$ cat src/design/rdp_pkg.sv
// Shared constants, types and helper functions of the polyline simplifier.
package rdp_pkg;

    localparam int MAX_POINTS = 64;
    localparam int IDX_W      = $clog2(MAX_POINTS);
    localparam int CNT_W      = IDX_W + 1;
    localparam int COORD_W    = 20;
    localparam int DIFF_W     = COORD_W + 1;
    localparam int MUL_W      = 2 * DIFF_W + 1;
    localparam int PROD_W     = 2 * MUL_W;
    localparam int SP_W       = MUL_W + 1;
    localparam int EPS_W      = 41;
    localparam int PASS_LIMIT = 3;
    localparam int Q_DEPTH    = 64;
    localparam int Q_IDX_W    = $clog2(Q_DEPTH);
    localparam int Q_CNT_W    = Q_IDX_W + 1;
    localparam int MCNT_W     = $clog2(MUL_W);

    typedef struct packed {
        logic [IDX_W-1:0] lo;
        logic [IDX_W-1:0] hi;
    } span_t;

    typedef struct packed {
        logic  push;
        logic  pop;
        span_t data;
    } fifo_ctrl_t;

    typedef struct packed {
        logic  empty;
        logic  full;
        span_t front;
    } fifo_stat_t;

    // magnitude of a coordinate difference, widened to the multiplier operand
    function automatic logic [MUL_W-1:0] diff_mag(input logic signed [DIFF_W-1:0] d);
        logic signed [MUL_W-1:0] e;
        e = MUL_W'(d);
        return e[MUL_W-1] ? MUL_W'(-e) : MUL_W'(e);
    endfunction

    // apply a sign to a small product magnitude
    function automatic logic signed [SP_W-1:0] signed_of(input logic [PROD_W-1:0] p,
                                                         input logic neg);
        logic signed [SP_W-1:0] s;
        s = signed'(p[SP_W-1:0]);
        return neg ? -s : s;
    endfunction

endpackage

$ cat src/design/rdp_mul.sv
// Shift-add unsigned multiplier, one operand bit per cycle.
module rdp_mul
    import rdp_pkg::*;
(
    input  logic              clk,
    input  logic              rst_n,
    input  logic              start,
    input  logic [MUL_W-1:0]  a,
    input  logic [MUL_W-1:0]  b,
    output logic              done,
    output logic [PROD_W-1:0] p
);

    logic [MUL_W-1:0]  a_reg;
    logic [PROD_W-1:0] prod_reg;
    logic [MCNT_W-1:0] cnt_reg;
    logic              run_reg;
    logic              done_reg;
    logic [MUL_W:0]    sum;

    assign sum  = {1'b0, prod_reg[PROD_W-1:MUL_W]} + {1'b0, (prod_reg[0] ? a_reg : '0)};
    assign done = done_reg;
    assign p    = prod_reg;

    always_ff @(posedge clk or negedge rst_n)
    begin
        if (!rst_n)
        begin
            run_reg  <= 1'b0;
            done_reg <= 1'b0;
            cnt_reg  <= '0;
        end
        else
        begin
            done_reg <= 1'b0;
            if (start)
            begin
                run_reg <= 1'b1;
                cnt_reg <= '0;
            end
            else if (run_reg)
            begin
                if (cnt_reg == MCNT_W'(MUL_W - 1))
                begin
                    run_reg  <= 1'b0;
                    done_reg <= 1'b1;
                end
                cnt_reg <= cnt_reg + 1'b1;
            end
        end
    end

    always_ff @(posedge clk)
    begin
        if (start)
        begin
            a_reg    <= a;
            prod_reg <= {{MUL_W{1'b0}}, b};
        end
        else if (run_reg)
        begin
            prod_reg <= {sum, prod_reg[MUL_W-1:1]};
        end
    end

endmodule

$ cat config.mk
export PLATFORM = sky130hd
export DESIGN_NAME = rdp_mul
export DESIGN_NICKNAME = d
export VERILOG_FILES = /design/src/design/rdp_pkg.sv /design/src/design/rdp_mul.sv
export SDC_FILE = /design/constraint.sdc
export NUM_CORES = 1
export LEC_CHECK = 0
export ABC_AREA = 1
export BUFFER_PORTS_ARGS = -buffer_cell sky130_fd_sc_hd__buf_2
export CAP_MARGIN = 5
export CORE_UTILIZATION = 52
export CTS_BUF_LIST = sky130_fd_sc_hd__clkbuf_4 sky130_fd_sc_hd__clkbuf_8
export CTS_CLUSTER_DIAMETER = 150
export CTS_CLUSTER_SIZE = 14
export DETAILED_ROUTE_END_ITERATION = 8
export PLACE_DENSITY = 0.84
export SLEW_MARGIN = 25
export SYNTH_ARGS = -nofsm -noshare
export SYNTH_HDL_FRONTEND = slang
export SYNTH_SLANG_ARGS = --single-unit
$ cat constraint.sdc
create_clock -name clk -period 2.3 [get_ports clk]
set_clock_uncertainty 0.05 [all_clocks]
set_input_delay 0.46 -clock clk [delete_from_list [all_inputs] [get_ports clk]]
set_output_delay 0.46 -clock clk [all_outputs]
set_load 0.05 [all_outputs]
==> flow_summary.rst, run 1 <==
.. list-table::
   :header-rows: 1

   * - Metric
     - Value
   * - Share of total power in the clock network
     - 0.276
   * - Via-per-instance ratio
     - 5.05
   * - Cell internal pwr
     - 4.92 mW
   * - Post-detailed-placement cell area
     - 10600 um2
   * - Count of endpoints failing setup in the final report
     - 6
   * - Yosys top cell by area
     - sky130_fd_sc_hd__edfxtp_1
   * - Rel. slew slack
     - 0.479
   * - Pin count of the biggest net entering global routing
     - 68
   * - Type of the worst setup path
     - reg2reg
   * - Tot GR Track Use
     - 0.279
   * - Number of flip-flops in the largest register
     - 86
   * - Failing checks
     - setup timing
   * - Ant diodes
     - 0
   * - Worst Reg-to-Reg Cells
     - 14
   * - Least-Margin Pin Slew
     - 780 ps
   * - Final routed wire length divided by cell count
     - 14.4 um
   * - Overall power after layout
     - 8.02 mW
   * - Reg2Reg Launch Point
     - p[0]
   * - Net Switching
     - 3.10 mW
   * - CTS clk-pin slew, worst paths
     - 90 ps
   * - Dominant cell by count in the synthesized netlist
     - sky130_fd_sc_hd__nand2_1
   * - Antenna viol nets, final
     - 0
   * - VDD IR max
     - 0.521 mV
   * - Setup WS pre-CTS
     - -49.1 ps
   * - Net count after synthesis
     - 1369
   * - Cell Pwr Density
     - 711 nW/um2
   * - Violation count after the first detailed-route iteration
     - 577
   * - Die height
     - 132 um
   * - Arrival time reported for the critical path endpoint
     - 2670 ps
   * - Post-route cell area
     - 11300 um2
   * - Type of origin of the critical path
     - register
   * - Setup crit end kind
     - register
   * - Total overflow reported by the global router
     - 0
   * - Router iterations before antenna repair
     - 5
   * - Run status
     - finished with violations
   * - Max Buffers Root-to-Sink
     - 2
   * - CTS tree
     - built
   * - Share of synthesized registers carrying an async set or reset
     - 0.0584
   * - Count of input and output buffers
     - 175
   * - Max-Cap Viols
     - 0
   * - Cell types with the largest area share after synthesis
     - sky130_fd_sc_hd__edfxtp_1, sky130_fd_sc_hd__nand2_1, sky130_fd_sc_hd__dfxtp_1, sky130_fd_sc_hd__inv_1, sky130_fd_sc_hd__ha_1
   * - Vias after detailed routing
     - 8402
   * - Worst setup endpoint
     - p[70]
   * - Total setup buffers inserted after CTS
     - 0
   * - Number of ports placed on the die boundary
     - 176
   * - H-tree depth reported by CTS
     - 4
   * - Number of global-route vias before repair
     - 7666
   * - Required time worst endpoint
     - 2630 ps
   * - Post-synth EDFFs
     - 86
   * - Detailed-route wire length
     - 24.0 mm
   * - Time the final worst path needs with I/O delays and setup
     - 2340 ps
   * - Num rows
     - 47
   * - Number of storage elements in the synthesis netlist
     - 137
   * - Die area
     - 17300 um2
   * - Insertion delay to the later sink of the worst-skew pair
     - 480 ps
   * - Effective utilization at floorplan
     - 0.530
   * - Worst setup margin
     - -44.3 ps
   * - Synthesized area per cell
     - 7.08 um2
   * - Number of instances in the synthesized netlist
     - 1234
   * - Share of final-layout standard cells stronger than drive strength 1
     - 0.286
   * - Hold WC Path Type
     - in2reg
   * - RSZ-0062 raised after global routing
     - true
   * - Num Clock Sinks
     - 137
   * - Switching share of power
     - 0.387
   * - Fill cell instance count of the final layout
     - 1397
   * - Timing-limited maximum frequency
     - 427 MHz
   * - Final count of hold timing violations
     - 0
   * - Number of remaining DRC errors
     - 0
   * - First element of the critical path
     - p[0]
   * - Relative area change from synthesis to final layout
     - 29.2%
   * - Seq/Total Area, Yosys
     - 0.417
   * - Wire length of the first global-routing pass
     - 37.7 mm
   * - Largest fanout on the critical path
     - 26
   * - Unique cell type count in the Yosys netlist
     - 33
   * - Fraction of post-synthesis cell area in the top cell type by area
     - 0.296
   * - Die boundary width
     - 132 um
   * - Cts bufs inserted
     - 17
   * - GPL Wtd Cong
     - 0.961
   * - Worst-case register-to-register setup slack
     - -40 ps
   * - Final cell utilization of the core
     - 0.685
   * - Logic gate share of total power
     - 0.334
   * - Fin. max-slew vios
     - 0
   * - Post-synth top flop
     - sky130_fd_sc_hd__edfxtp_1
   * - Static leakage
     - 5.96 nW
   * - Half-perimeter wire length after detailed placement
     - 17.9 mm
   * - Share of the clock period used by the worst path
     - 1.02
   * - Most used standard cells in the synthesized netlist
     - sky130_fd_sc_hd__nand2_1, sky130_fd_sc_hd__inv_1, sky130_fd_sc_hd__edfxtp_1, sky130_fd_sc_hd__nor2_1, sky130_fd_sc_hd__nand3_1
   * - Capture instance of the worst register-to-register path
     - p[70]
   * - Yosys Warn Count
     - 0
   * - Fraction of power consumed by sequential logic
     - 0.390
   * - Number of antenna violations at the first check in global routing
     - 0
   * - # nets final
     - 1565
   * - Area of the mapped netlist
     - 8730 um2
   * - Root Buffer Master
     - sky130_fd_sc_hd__clkbuf_8
   * - Worst hold slack across all endpoints
     - 99.2 ps
   * - Placeable Area
     - 16500 um2
## kinds of logic (layout without fill, tap and decap cells)
logic type                 Yosys count  count (layout)  synth area share
buffers and inverters              228             437            0.0994
xor gates and xnor gates             2               2           0.00201
AOI/OAI and AO/OA                   93              93            0.0570
and+or+nand+nor                    728             728             0.358
DFF                                137             137             0.417
adders and majority gates           46              46            0.0668
## worst min-delay path by stage
stage | endpoint | cells after the start | slack, ps | start
3_3_place_gp | done | 1 | 260 | rst_n
3_5_place_dp | cnt_reg[5] | 1 | 260 | rst_n
6_report | a_reg[6] | 1 | 100 | a[6]
5_1_grt | a_reg[9] | 1 | 70 | a[9]
4_1_cts | a_reg[9] | 1 | 80 | a[9]
2_1_floorplan | cnt_reg[0] | 0 | 110 | rst_n
## power by group through the flow
stage	clock network [mW]	registers, mW	logic (mW)
after global routing	2.35	3.16	2.88
after CTS	2.25	3.12	2.59
final	2.21	3.12	2.68
after floorplan	0	3.82	1.23
after global placement	0	3.17	2.52
after detailed placement	0	3.17	2.57
## cell type report
cell class | instances | area, um2 | area share
timing repair buffer | 200 | 1130 | 0.0998
multi-input combinational | 869 | 5040 | 0.447
inverter | 205 | 769 | 0.0682
clock buffer | 19 | 249 | 0.0221
clock inverter | 13 | 183 | 0.0162
tap | 220 | 275 | 0.0244
sequential | 137 | 3640 | 0.323
## critical path, cell delays in order (launching register included)
cell	delay (ps)
sky130_fd_sc_hd__edfxtp_1	450
sky130_fd_sc_hd__buf_12	190
sky130_fd_sc_hd__nand2_4	70
sky130_fd_sc_hd__inv_2	40
sky130_fd_sc_hd__ha_4	150
sky130_fd_sc_hd__fa_2	380
sky130_fd_sc_hd__nand2_2	100
sky130_fd_sc_hd__nand3_2	80
sky130_fd_sc_hd__and2_4	200
sky130_fd_sc_hd__nand3b_4	80
sky130_fd_sc_hd__nand3_4	120
sky130_fd_sc_hd__nand2_2	90
sky130_fd_sc_hd__nand3_1	60
sky130_fd_sc_hd__nand3_1	100
sky130_fd_sc_hd__nand2_1	60
## cell usage in the layout (no fill, tap or decap), types with 8 or more instances in the layout
cell and count:
sky130_fd_sc_hd__nand2_1 496, sky130_fd_sc_hd__inv_1 191, sky130_fd_sc_hd__buf_2 174, sky130_fd_sc_hd__edfxtp_1 86, sky130_fd_sc_hd__nand3_1 48, sky130_fd_sc_hd__nor2_1 46
sky130_fd_sc_hd__nand2_2 45, sky130_fd_sc_hd__a21oi_1 43, sky130_fd_sc_hd__dfxtp_1 43, sky130_fd_sc_hd__ha_4 38, sky130_fd_sc_hd__o21ai_0 23, sky130_fd_sc_hd__nor2_4 20
sky130_fd_sc_hd__nor2_2 19, sky130_fd_sc_hd__buf_4 19, sky130_fd_sc_hd__clkbuf_8 17, sky130_fd_sc_hd__inv_2 14, sky130_fd_sc_hd__nand3_2 12, sky130_fd_sc_hd__nand2_4 11
sky130_fd_sc_hd__nor3_1 10, sky130_fd_sc_hd__o21ai_1 8, sky130_fd_sc_hd__dfrtp_1 8
## metal layers
metal,track usage,routed length (um),up-vias
met5,0,0,-
met4,0.0982,513,0
met3,0.0714,1820,38
met2,0.445,11100,326
met1,0.366,10500,3793
li1,-,-,4245
## stage by stage
step | setup TNS [ps] | cells
6_report | -155 | 1663
5_1_grt | -2330 | 1663
4_1_cts | -76.9 | 1663
3_5_place_dp | -115 | 1630
3_3_place_gp | -10.8 | 1630
2_1_floorplan | -2190 | 1234
## timing repair
action / 4_1_cts / 5_1_grt
endpoints found under the setup margin: 9 / 34
endpoints found under the hold margin: 8 / 0
gates resized for setup: 7 / 63
pin swaps: 0 / 1
hold buffers: 1 / 0
(Power assumes the default switching activity.)
==> run 2: changes to the inputs <==
--- a/config.mk
+++ b/config.mk
@@ -14,6 +14,7 @@
 export CTS_CLUSTER_SIZE = 14
 export DETAILED_ROUTE_END_ITERATION = 8
 export PLACE_DENSITY = 0.84
+export SKIP_CTS_REPAIR_TIMING = 1
 export SLEW_MARGIN = 25
 export SYNTH_ARGS = -nofsm -noshare
 export SYNTH_HDL_FRONTEND = slang
==> flow_summary.rst, run 2 (synthesis gave the netlist of run 1 again) <==
.. list-table::
   :header-rows: 1

   * - Metric
     - Value
   * - Setup WS pre-CTS
     - -49.1 ps (unchanged)
   * - CTS tree
     - built
   * - Least-Margin Pin Slew
     - 779 ps (-1.08 ps)
   * - Worst Hold Path Cells
     - 1 (unchanged)
   * - Final count of hold timing violations
     - 0 (unchanged)
   * - Relative area change from synthesis to final layout
     - 29.3%
   * - Num rows
     - 47 (unchanged)
   * - H-tree depth reported by CTS
     - 4 (unchanged)
   * - Timing-limited maximum frequency
     - 429 MHz (+0.48%)
   * - Max Buffers Root-to-Sink
     - 2 (unchanged)
   * - Number of ports placed on the die boundary
     - 176 (unchanged)
   * - Effective utilization at floorplan
     - 0.530 (unchanged)
   * - Die boundary width
     - 132 um (unchanged)
   * - Arrival time reported for the critical path endpoint
     - 2660 ps (about the same)
   * - Share of the clock period used by the worst path
     - 1.01 (-0.00489)
   * - Count of endpoints failing setup in the final report
     - 4 (-2)
   * - Placeable Area
     - 16500 um2 (unchanged)
   * - Required time worst endpoint
     - 2630 ps (about the same)
   * - Most common cell after layout, fill and taps aside
     - sky130_fd_sc_hd__nand2_1
   * - Hold WC Path Type
     - in2reg
   * - Tot GR Track Use
     - 0.278 (-0.00126)
   * - Time the final worst path needs with I/O delays and setup
     - 2330 ps (-11.3 ps)
   * - Largest stage delay on the critical path
     - 450 ps (about the same)
   * - Run status
     - finished with violations
   * - Failing checks
     - setup timing
   * - Overall power after layout
     - 8.04 mW (+0.21%)
   * - Max-Cap Viols
     - 0 (unchanged)
   * - Fin. max-slew vios
     - 0 (unchanged)
   * - Detailed-route wire length
     - 24.2 mm (+0.85%)
   * - Wire length of the first global-routing pass
     - 37.6 mm (-0.40%)
   * - RSZ-0062 raised after global routing
     - true
   * - Die area
     - 17300 um2 (unchanged)
   * - Number of remaining DRC errors
     - 0 (unchanged)
   * - # nets final
     - 1565 (unchanged)
   * - Static leakage
     - 5.95 nW (-0.24%)
   * - Rel. slew slack
     - 0.480 (+0.000722)
   * - Number of antenna violations at the first check in global routing
     - 0 (unchanged)
   * - Worst setup margin
     - -33.0 ps (+11.3 ps)
   * - Slowest stage cell, crit path
     - sky130_fd_sc_hd__edfxtp_1
   * - VDD IR max
     - 0.521 mV (about the same)
   * - Top library cells by usage in the layout, fill and taps aside
     - sky130_fd_sc_hd__nand2_1, sky130_fd_sc_hd__inv_1, sky130_fd_sc_hd__buf_2
   * - Root Buffer Master
     - sky130_fd_sc_hd__clkbuf_8
   * - Insertion delay to the later sink of the worst-skew pair
     - 490 ps (about the same)
   * - Final routed wire length divided by cell count
     - 14.5 um (+0.85%)
   * - GPL Wtd Cong
     - 0.961 (unchanged)
   * - Total overflow reported by the global router
     - 0 (unchanged)
   * - Largest fanout on the critical path
     - 26 (unchanged)
   * - Cts bufs inserted
     - 17 (unchanged)
   * - Worst Reg-to-Reg Cells
     - 14 (unchanged)
   * - Num Clock Sinks
     - 137 (unchanged)
   * - Cell Pwr Density
     - 712 nW/um2 (+0.11%)
   * - Count of input and output buffers
     - 175 (unchanged)
   * - Number of flip-flops in the largest register
     - 86 (unchanged)
   * - Number of global-route vias before repair
     - 7614 (-0.68%)
   * - Pin count of the biggest net entering global routing
     - 68 (unchanged)
   * - Share of final-layout standard cells stronger than drive strength 1
     - 0.289 (+0.00347)
   * - Antenna viol nets, final
     - 0 (unchanged)
   * - Ant diodes
     - 0 (unchanged)
   * - Type of origin of the critical path
     - register
   * - Via-per-instance ratio
     - 5.05 (about the same)
   * - Type of the worst setup path
     - reg2reg
   * - Router iterations before antenna repair
     - 5 (unchanged)
   * - Vias after detailed routing
     - 8406 (+0.048%)
   * - Die height
     - 132 um (unchanged)
   * - Setup crit end kind
     - register
   * - Violation count after the first detailed-route iteration
     - 557 (-3.5%)
   * - Worst hold slack across all endpoints
     - 101 ps (+1.67 ps)
   * - Cells along the critical path
     - buf_12, nand2_4, inv_2, ha_4, fa_2, nand2_2, nand3_2, and2_4, nand3b_4, nand3_4, nand2_2, nand3_1, nand3_1, nand2_1
   * - CTS clk-pin slew, worst paths
     - 90 ps (about the same)
   * - Half-perimeter wire length after detailed placement
     - 17.9 mm (unchanged)
[run 2: metal layers]
metal / global-route usage / routed length, um / vias to the layer above
li1: - / - / 4250
met1: 0.367 / 10600 / 3777
met2: 0.439 / 11200 / 336
met3: 0.0667 / 1770 / 43
met4: 0.109 / 634 / 0
met5: 0 / 0 / -
[run 2: area by class of cell]
cell class | count | area, um2
sequential | 137 | 3640
clock buffer | 19 | 249
timing repair buffer | 200 | 1120
multi-input combinational | 869 | 5050
inverter | 205 | 769
fill | 1393 | 5170
clock inverter | 13 | 183
tap | 220 | 275
[run 2: metrics by stage]
| step | utilization | instances | cell area [um2] | setup TNS [ps] |
|---|---|---|---|---|
| after floorplan | - | 1234 | 9320 | -2190 |
| after global placement | 0.643 | 1630 | 10600 | -10.8 |
| after detailed placement | 0.643 | 1630 | 10600 | -115 |
| after CTS | 0.669 | 1662 | 11000 | -346 |
| after global routing | 0.686 | 1663 | 11300 | -2540 |
| final | 0.686 | 1663 | 11300 | -64.2 |
[run 2: critical path: cells and delay by family, from the launching register on]
family | cells | cell delay [ps]
adder cells (fa/ha/maj) | 2 | 530
AND/OR/NAND/NOR | 10 | 960
buffers and inverters | 2 | 230
flip-flops | 1 | 450
[run 2: path summary, 6_finish.rpt]
check                      startpoint  slack (ps)         end
min in group asynchronous       rst_n         310  cnt_reg[4]
setup reg to reg                 p[0]         -30       p[70]
hold / removal                  a[40]         100   a_reg[40]
setup / recovery                 p[0]         -30       p[70]
hold reg to reg                 p[79]         430       p[79]
max in group asynchronous       rst_n        1720  cnt_reg[0]
[run 2: power by group]
group          total, mW  switching (mW)  leakage (nW)  internal, mW
Combinational       2.69            1.80          4.38         0.895
Clock               2.22            1.09         0.215          1.13
Sequential          3.13           0.237          1.35          2.89
Total               8.04            3.12          5.95          4.92
